==> config.mk <==
export PLATFORM = sky130hd
export DESIGN_NAME = multi_channel_tick_timer_bank
export DESIGN_NICKNAME = d
export VERILOG_FILES = /design/src/design/mctt_pkg.sv /design/src/design/mctt_ctrl.sv /design/src/design/mctt_dp.sv /design/src/design/multi_channel_tick_timer_bank.sv
export SDC_FILE = /design/constraint.sdc
export NUM_CORES = 1
export LEC_CHECK = 0
export ABC_AREA = 1
export BUFFER_PORTS_ARGS = -buffer_cell sky130_fd_sc_hd__buf_2
export CAP_MARGIN = 30
export CORE_ASPECT_RATIO = 2
export CORE_MARGIN = 3
export CORE_UTILIZATION = 24
export CTS_BUF_LIST = sky130_fd_sc_hd__clkbuf_4
export DETAILED_ROUTE_END_ITERATION = 16
export MAX_ROUTING_LAYER = met4
export PLACE_DENSITY_LB_ADDON = 0.25
export SLEW_MARGIN = 20
export SYNTH_ARGS = -nofsm -noshare
export SYNTH_HDL_FRONTEND = slang
export SYNTH_SLANG_ARGS = --single-unit
==> constraint.sdc <==
create_clock -name clk_i -period 3 [get_ports clk_i]
set_input_delay 0.15 -clock clk_i [delete_from_list [all_inputs] [get_ports clk_i]]
set_output_delay 0.15 -clock clk_i [all_outputs]
set_load 0.01 [all_outputs]
==> src/design/mctt_pkg.sv <==
// mctt_pkg: shared constants and types for the tick timer bank.
// Used by mctt_ctrl, mctt_dp and multi_channel_tick_timer_bank.
`timescale 1ns / 1ps
package mctt_pkg;

  // Bank geometry
  localparam int CHANNELS    = 8;
  localparam int COUNT_WIDTH = 32;

  // Item field widths
  localparam int OP_W    = 2;
  localparam int CH_W    = 3;
  localparam int LIMIT_W = 32;
  localparam int MASK_W  = 8;

  // Width used to compare a channel field against a channel number
  localparam int SEL_W = 6;

  // Operation codes
  localparam logic [OP_W-1:0] OP_TICK  = 2'd0;
  localparam logic [OP_W-1:0] OP_START = 2'd1;
  localparam logic [OP_W-1:0] OP_STOP  = 2'd2;

  // Commands from the controller to the datapath
  typedef struct packed {
    logic do_tick;   // advance every running channel
    logic do_start;  // arm the addressed channel
    logic do_stop;   // clear the addressed channel
    logic load_out;  // capture the result mask into the output register
  } cmd_t;

endpackage

==> src/design/mctt_ctrl.sv <==
// mctt_ctrl: handshake controller and operation decoder for the timer bank.
// Depends on mctt_pkg; drives mctt_dp through a cmd_t bundle.
`timescale 1ns / 1ps
module mctt_ctrl (
  input  logic                        clk_i,
  input  logic                        rst_ni,
  input  logic                        in_valid_i,
  output logic                        in_ready_o,
  input  logic [mctt_pkg::OP_W-1:0]   operation_i,
  output logic                        out_valid_o,
  input  logic                        out_ready_i,
  output mctt_pkg::cmd_t              cmd_o
);

  // Output register state: empty or holding a result item
  localparam logic S_EMPTY = 1'b0;
  localparam logic S_FULL  = 1'b1;

  logic state_q, state_d;
  logic accept;

  // A new item enters whenever the output slot is free or draining now
  assign in_ready_o  = (state_q == S_EMPTY) || out_ready_i;
  assign accept      = in_valid_i && in_ready_o;
  assign out_valid_o = (state_q == S_FULL);

  // Next state
  always_comb begin
    state_d = state_q;
    case (state_q)
      S_EMPTY: if (accept) state_d = S_FULL;
      S_FULL:  if (out_ready_i && !accept) state_d = S_EMPTY;
      default: state_d = S_EMPTY;
    endcase
  end

  always_ff @(posedge clk_i or negedge rst_ni) begin
    if (!rst_ni) begin
      state_q <= S_EMPTY;
    end else begin
      state_q <= state_d;
    end
  end

  // Operation decode; unused code only loads a zero mask
  always_comb begin
    cmd_o          = '0;
    cmd_o.load_out = accept;
    case (operation_i)
      mctt_pkg::OP_TICK:  cmd_o.do_tick  = accept;
      mctt_pkg::OP_START: cmd_o.do_start = accept;
      mctt_pkg::OP_STOP:  cmd_o.do_stop  = accept;
      default:            ;
    endcase
  end

  // Assertions
  a_ready_when_empty: assert property (@(posedge clk_i) disable iff (!rst_ni)
    !out_valid_o |-> in_ready_o)
    else $error("input stalled while output slot is empty");

  a_accept_gives_result: assert property (@(posedge clk_i) disable iff (!rst_ni)
    accept |=> out_valid_o)
    else $error("accepted item produced no result");

  a_one_cmd: assert property (@(posedge clk_i) disable iff (!rst_ni)
    $onehot0({cmd_o.do_tick, cmd_o.do_start, cmd_o.do_stop}))
    else $error("more than one operation issued");

endmodule

==> src/design/mctt_dp.sv <==
// mctt_dp: per-channel timer registers and the expired-mask output register.
// Depends on mctt_pkg; commanded by mctt_ctrl.
`timescale 1ns / 1ps
module mctt_dp (
  input  logic                           clk_i,
  input  logic                           rst_ni,
  input  mctt_pkg::cmd_t                 cmd_i,
  input  logic [mctt_pkg::CH_W-1:0]      channel_i,
  input  logic [mctt_pkg::LIMIT_W-1:0]   limit_i,
  input  logic                           notify_i,
  output logic [mctt_pkg::MASK_W-1:0]    expired_mask_o
);

  localparam int N  = mctt_pkg::CHANNELS;
  localparam int CW = mctt_pkg::COUNT_WIDTH;
  localparam int MW = mctt_pkg::MASK_W;

  logic [N-1:0]  running_q, running_d;
  logic [N-1:0]  expired_q, expired_d;
  logic [N-1:0]  notify_q,  notify_d;
  logic [CW-1:0] count_q [N];
  logic [CW-1:0] count_d [N];
  logic [CW-1:0] limit_q [N];
  logic [N-1:0]  sel;
  logic [N-1:0]  hit;
  logic [MW-1:0] mask_d, mask_q;
  logic [CW-1:0] limit_ext;

  assign limit_ext = CW'(limit_i);

  // Per-channel next state
  for (genvar c = 0; c < N; c++) begin : g_ch
    logic below;
    assign sel[c] = (mctt_pkg::SEL_W'(channel_i) == mctt_pkg::SEL_W'(c));
    assign below  = (count_q[c] < limit_q[c]);

    always_comb begin
      running_d[c] = running_q[c];
      expired_d[c] = expired_q[c];
      notify_d[c]  = notify_q[c];
      count_d[c]   = count_q[c];
      if (cmd_i.do_tick && running_q[c]) begin
        if (below) count_d[c] = count_q[c] + CW'(1);
        else       expired_d[c] = 1'b1;
      end else if (cmd_i.do_start && sel[c]) begin
        running_d[c] = 1'b1;
        expired_d[c] = 1'b0;
        notify_d[c]  = notify_i;
        count_d[c]   = '0;
      end else if (cmd_i.do_stop && sel[c]) begin
        running_d[c] = 1'b0;
        expired_d[c] = 1'b0;
        notify_d[c]  = 1'b0;
        count_d[c]   = '0;
      end
    end

    assign hit[c] = running_q[c] && expired_d[c] && notify_q[c];

    // Count and limit: no reset, written by start before use
    always_ff @(posedge clk_i) begin
      count_q[c] <= count_d[c];
      if (cmd_i.do_start && sel[c]) limit_q[c] <= limit_ext;
    end
  end

  // Flags
  always_ff @(posedge clk_i or negedge rst_ni) begin
    if (!rst_ni) begin
      running_q <= '0;
      expired_q <= '0;
      notify_q  <= '0;
    end else begin
      running_q <= running_d;
      expired_q <= expired_d;
      notify_q  <= notify_d;
    end
  end

  // Result mask: only the low channels are reported, zero unless a tick
  for (genvar b = 0; b < MW; b++) begin : g_mask
    if (b < N) begin : g_on
      assign mask_d[b] = cmd_i.do_tick && hit[b];
    end else begin : g_off
      assign mask_d[b] = 1'b0;
    end
  end

  always_ff @(posedge clk_i) begin
    if (cmd_i.load_out) mask_q <= mask_d;
  end

  assign expired_mask_o = mask_q;

  // Assertions
  for (genvar c = 0; c < N; c++) begin : g_chk
    a_count_bounded: assert property (@(posedge clk_i) disable iff (!rst_ni)
      running_q[c] |-> (count_q[c] <= limit_q[c]))
      else $error("channel count passed its limit");

    a_idle_clear: assert property (@(posedge clk_i) disable iff (!rst_ni)
      !running_q[c] |-> (!expired_q[c] && !notify_q[c]))
      else $error("stopped channel holds stale flags");

    a_expired_sticky: assert property (@(posedge clk_i) disable iff (!rst_ni)
      (expired_q[c] && !cmd_i.do_start && !cmd_i.do_stop) |=> expired_q[c])
      else $error("expired mark dropped without start or stop");
  end

endmodule

==> src/design/multi_channel_tick_timer_bank.sv <==
// multi_channel_tick_timer_bank: top level of the tick timer bank.
// Depends on mctt_pkg, mctt_ctrl and mctt_dp.
//
// Usage:
//   Input channel (in_valid_i / in_ready_o) carries one item: operation_i
//   (tick, start, stop), channel_i, limit_i and notify_i. A start arms one
//   channel with its limit and notify bit; a stop clears it; a tick advances
//   every running channel in parallel.
//   Output channel (out_valid_o / out_ready_i) returns one item per input
//   item: expired_mask_o, set on a tick for channels that are running,
//   expired and notify-enabled, and zero for any other operation.
//   The result is in the output register in the cycle after the item is
//   accepted. Throughput: one item per cycle unless stalled; all channels
//   update in the same cycle from their own count and limit registers.
//   Stall: the output register holds its item while out_ready_i is low, and
//   in_ready_o drops only while that register is full and not being taken.
//   Reset (rst_ni low, asynchronous): all channels stopped, flags cleared,
//   output empty. No clearing pass is needed.
`timescale 1ns / 1ps
module multi_channel_tick_timer_bank (
  input  logic                          clk_i,
  input  logic                          rst_ni,
  input  logic                          in_valid_i,
  output logic                          in_ready_o,
  input  logic [mctt_pkg::OP_W-1:0]     operation_i,
  input  logic [mctt_pkg::CH_W-1:0]     channel_i,
  input  logic [mctt_pkg::LIMIT_W-1:0]  limit_i,
  input  logic                          notify_i,
  output logic                          out_valid_o,
  input  logic                          out_ready_i,
  output logic [mctt_pkg::MASK_W-1:0]   expired_mask_o
);

  mctt_pkg::cmd_t cmd;

  // Handshake control and decode
  mctt_ctrl u_ctrl (
    .clk_i       (clk_i),
    .rst_ni      (rst_ni),
    .in_valid_i  (in_valid_i),
    .in_ready_o  (in_ready_o),
    .operation_i (operation_i),
    .out_valid_o (out_valid_o),
    .out_ready_i (out_ready_i),
    .cmd_o       (cmd)
  );

  // Timer channels and result register
  mctt_dp u_dp (
    .clk_i          (clk_i),
    .rst_ni         (rst_ni),
    .cmd_i          (cmd),
    .channel_i      (channel_i),
    .limit_i        (limit_i),
    .notify_i       (notify_i),
    .expired_mask_o (expired_mask_o)
  );

endmodule

==> out/results.ini <==
[critical_path]
end_kind = register
path_buf_inv = 5
crit_slowest_cell = dlygate4sd3_1
worstSetupPathType = register to register
worst-path-stages = 10
r2r_cells = 10
path_cells = nand2_1 -> nand2_1 -> nor3_1 -> inv_2 -> buf_4 -> nor2_4 -> buf_4 -> inv_1 -> o21ai_0 -> dlygate4sd3_1
crit_family = buffers and inverters
cp.required_ns = 4.00
rr_endpoint = u_dp.notify_q[0]$_DFFE_PN0P_
max_stage_delay_ns = 0.58
start_kind = register
startpoint = u_ctrl.out_valid_o$_DFF_PN0_
arrival_ns = 3.70
reg2reg_slack_ns = 0.29
crit_path_max_fanout = 17
timing.rr.start = u_ctrl.out_valid_o$_DFF_PN0_

[sta]
fin_skew_ns = 0.0599
final_max_slew_viol_count = 0
final-setup-viol-count = 0
fmax_ghz = 0.369
rsz0062_at_grt = false
hold_slack_ns = 0.114
worstMarginPinSlew_ns = 0.817
hold_viol = 0
setup_tns_ns = 0
slew_headroom_pct = 45.1
timing.final.crit_share_pct = 90.2
final.min_clock_period_ns = 2.71

[floorplanning]
core_mm2 = 0.126
dieArea_mm2 = 0.132
rows = 184
pin_count = 52
initial_core_util_pct = 24.2
fp.dieW_um = 258
fp.dieH_um = 510

[run]
cap_viol_max_count = 0

[layout]
nets = 3795
fill_cells = 13400
area_growth_pct = 17.4
final_common_cell = inv_1
layout_common_cells = inv_1, nand2_1, edfxtp_1, nor2_1, a21oi_1
drive_gt1_share_pct = 12.5

[cts]
path_clk_slew_ns = 0.07
root_buffer = clkbuf_4
cts_max_path_buffers = 3
h-tree-depth = 4
cts_buffers = 145
clock_latency_ns = 1.08
cts_sinks = 545
cts_tree = yes

[pwr]
peakVddDrop_mv = 0.373
p_leak_nw = 14.9
power.density_mw_per_mm2 = 475

[hold_path]
worstHoldPathCells = 2
worstHoldStart = limit_i[17]
min_to = u_dp.limit_q[0][113]$_DFFE_PP_
holdCritPathClass = primary input to register

[synthesis]
yosys_warnings = 0
synth_top_area_share_pct = 51.2
synth.distinct_cells = 43
async_flop_share_pct = 4.59
syn_nets = 3515
synth-edff-count = 520
syn-cell-area_mm2 = 0.0305
synth_area_leaders = edfxtp_1, ha_1, inv_1, nand2_1, a21oi_1
netlist_instances = 3217
synth_flop_cell = edfxtp_1
synth_top_cell_by_area = edfxtp_1
synth-seq-area-share_pct = 53.2
syn_area_per_cell_um2 = 9.48
ys_ff_latch = 545

[placement]
gp_congestion = 0.839
hpwlAfterDp_mm = 65.5
port_buffers = 51

[detailed_routing]
detail-route-antenna-nets = 0
viasPerCell = 4.38
routed_wl_mm = 92.9
post_drt_wl_per_cell_um = 17.6
firstDrtPassIters = 5
num_vias = 23100
drt_drc_violations_left = 0
drt_iter0_drc = 1104

[global_routing]
grt_usage_pct = 14.8
antenna_found_initial = 19
grt_pass1_vias = 24000
grt_max_degree = 34
grt-ovfl-total = 0
grt_first_pass_wirelength_mm = 141

[status]
outcome = finished clean

## final cells by class
| cell class | count | area, µm² | area share, % |
|---|---|---|---|
| sequential | 545 | 16200 | 45.4 |
| multi-input combinational | 2051 | 12000 | 33.4 |
| inverter | 598 | 2250 | 6.28 |
| tap | 1674 | 2090 | 5.85 |
| clock buffer | 211 | 1580 | 4.42 |
| timing repair buffer | 156 | 1320 | 3.68 |
| clock inverter | 37 | 325 | 0.909 |
| antenna | 8 | 20.0 | 0.0559 |
## metal layers
layer / vias to the layer above / track usage, % / part of all wire [%]
met5: - / - / 0
met4: 0 / 7.00 / 4.7
met3: 234 / 2.46 / 3.4
met2: 441 / 28.6 / 56
met1: 10900 / 14.0 / 36
li1: 11500 / - / -
## through the flow
step / instance area [µm²] / std cells / total power, mW / util [%] / worst slack, ns
after global routing: 35800 / 5275 / 17.9 / 28.4 / 0.0559
after detailed placement: 33200 / 4960 / 10.0 / 26.4 / 0.380
after CTS: 35700 / 5269 / 17.4 / 28.4 / 0.214
after floorplan: 30500 / 3217 / 9.43 / - / 0.249
final: 35800 / 5280 / 17.0 / 28.4 / 0.293
after global placement: 33200 / 4960 / 9.99 / 26.4 / 0.322
## kinds of logic after synthesis
group | Yosys count | share of synthesized area (%)
AND/OR/NAND/NOR | 1321 | 19.8
buffers and inverters | 621 | 7.70
flip-flops | 545 | 53.2
AO/OA/AOI/OAI | 436 | 7.65
adder cells (fa/ha/maj) | 256 | 10.5
XOR/XNOR | 38 | 1.09
## cell usage after synthesis, types with 7 or more instances
cell type	count
inv_1	590
nand2_1	559
edfxtp_1	520
nor2_1	300
a21oi_1	257
ha_1	256
nor3_1	136
o21ai_0	107
nand3_1	80
nand4_1	75
o21a_1	35
nor2_2	31
nor3b_1	31
or2_2	31
dfrtp_1	25
xor2_1	20
nor4_1	19
xnor2_1	18
a31oi_1	14
buf_2	14
nor2_4	13
nand2_2	12
nor3_2	9
o211ai_1	8
clkbuf_1	7
inv_2	7
## flip-flops by register name, summed over array words and instances, names as in the netlist
name / cells
u_dp.expired_mask_o: 8
u_dp.notify_q: 8
u_ctrl.out_valid_o: 1
u_dp.limit_q: 256
u_dp.expired_q: 8
u_dp.running_q: 8
u_dp.count_q: 256
## how the worst max path moves through the flow
stage | slack, ns | to
2_1_floorplan | 0.25 | u_dp.limit_q[0][0]$_DFFE_PP_
3_3_place_gp | 0.32 | u_dp.count_q[0][1]$_SDFFCE_PN0P_
3_5_place_dp | 0.38 | u_dp.count_q[0][4]$_SDFFCE_PN0P_
4_1_cts | 0.21 | u_dp.notify_q[4]$_DFFE_PN0P_
5_1_grt | 0.06 | u_dp.notify_q[0]$_DFFE_PN0P_
6_report | 0.29 | u_dp.notify_q[0]$_DFFE_PN0P_
## repair_timing
item / CTS / global route
setup endpoints to repair: 0 / 2
hold endpoints to repair: 687 / 0
hold buffers: 61 / 0
resized for setup: 0 / 1
setup buffers: 0 / 3
## report_power, final
group / internal [mW] / total, mW / leakage, nW / switching (mW)
clock network: 3.74 / 7.11 / 1.12 / 3.38
registers: 8.56 / 8.74 / 5.09 / 0.182
logic: 0.370 / 1.14 / 8.64 / 0.772
Note: power is estimated with default switching activity, not from simulation.
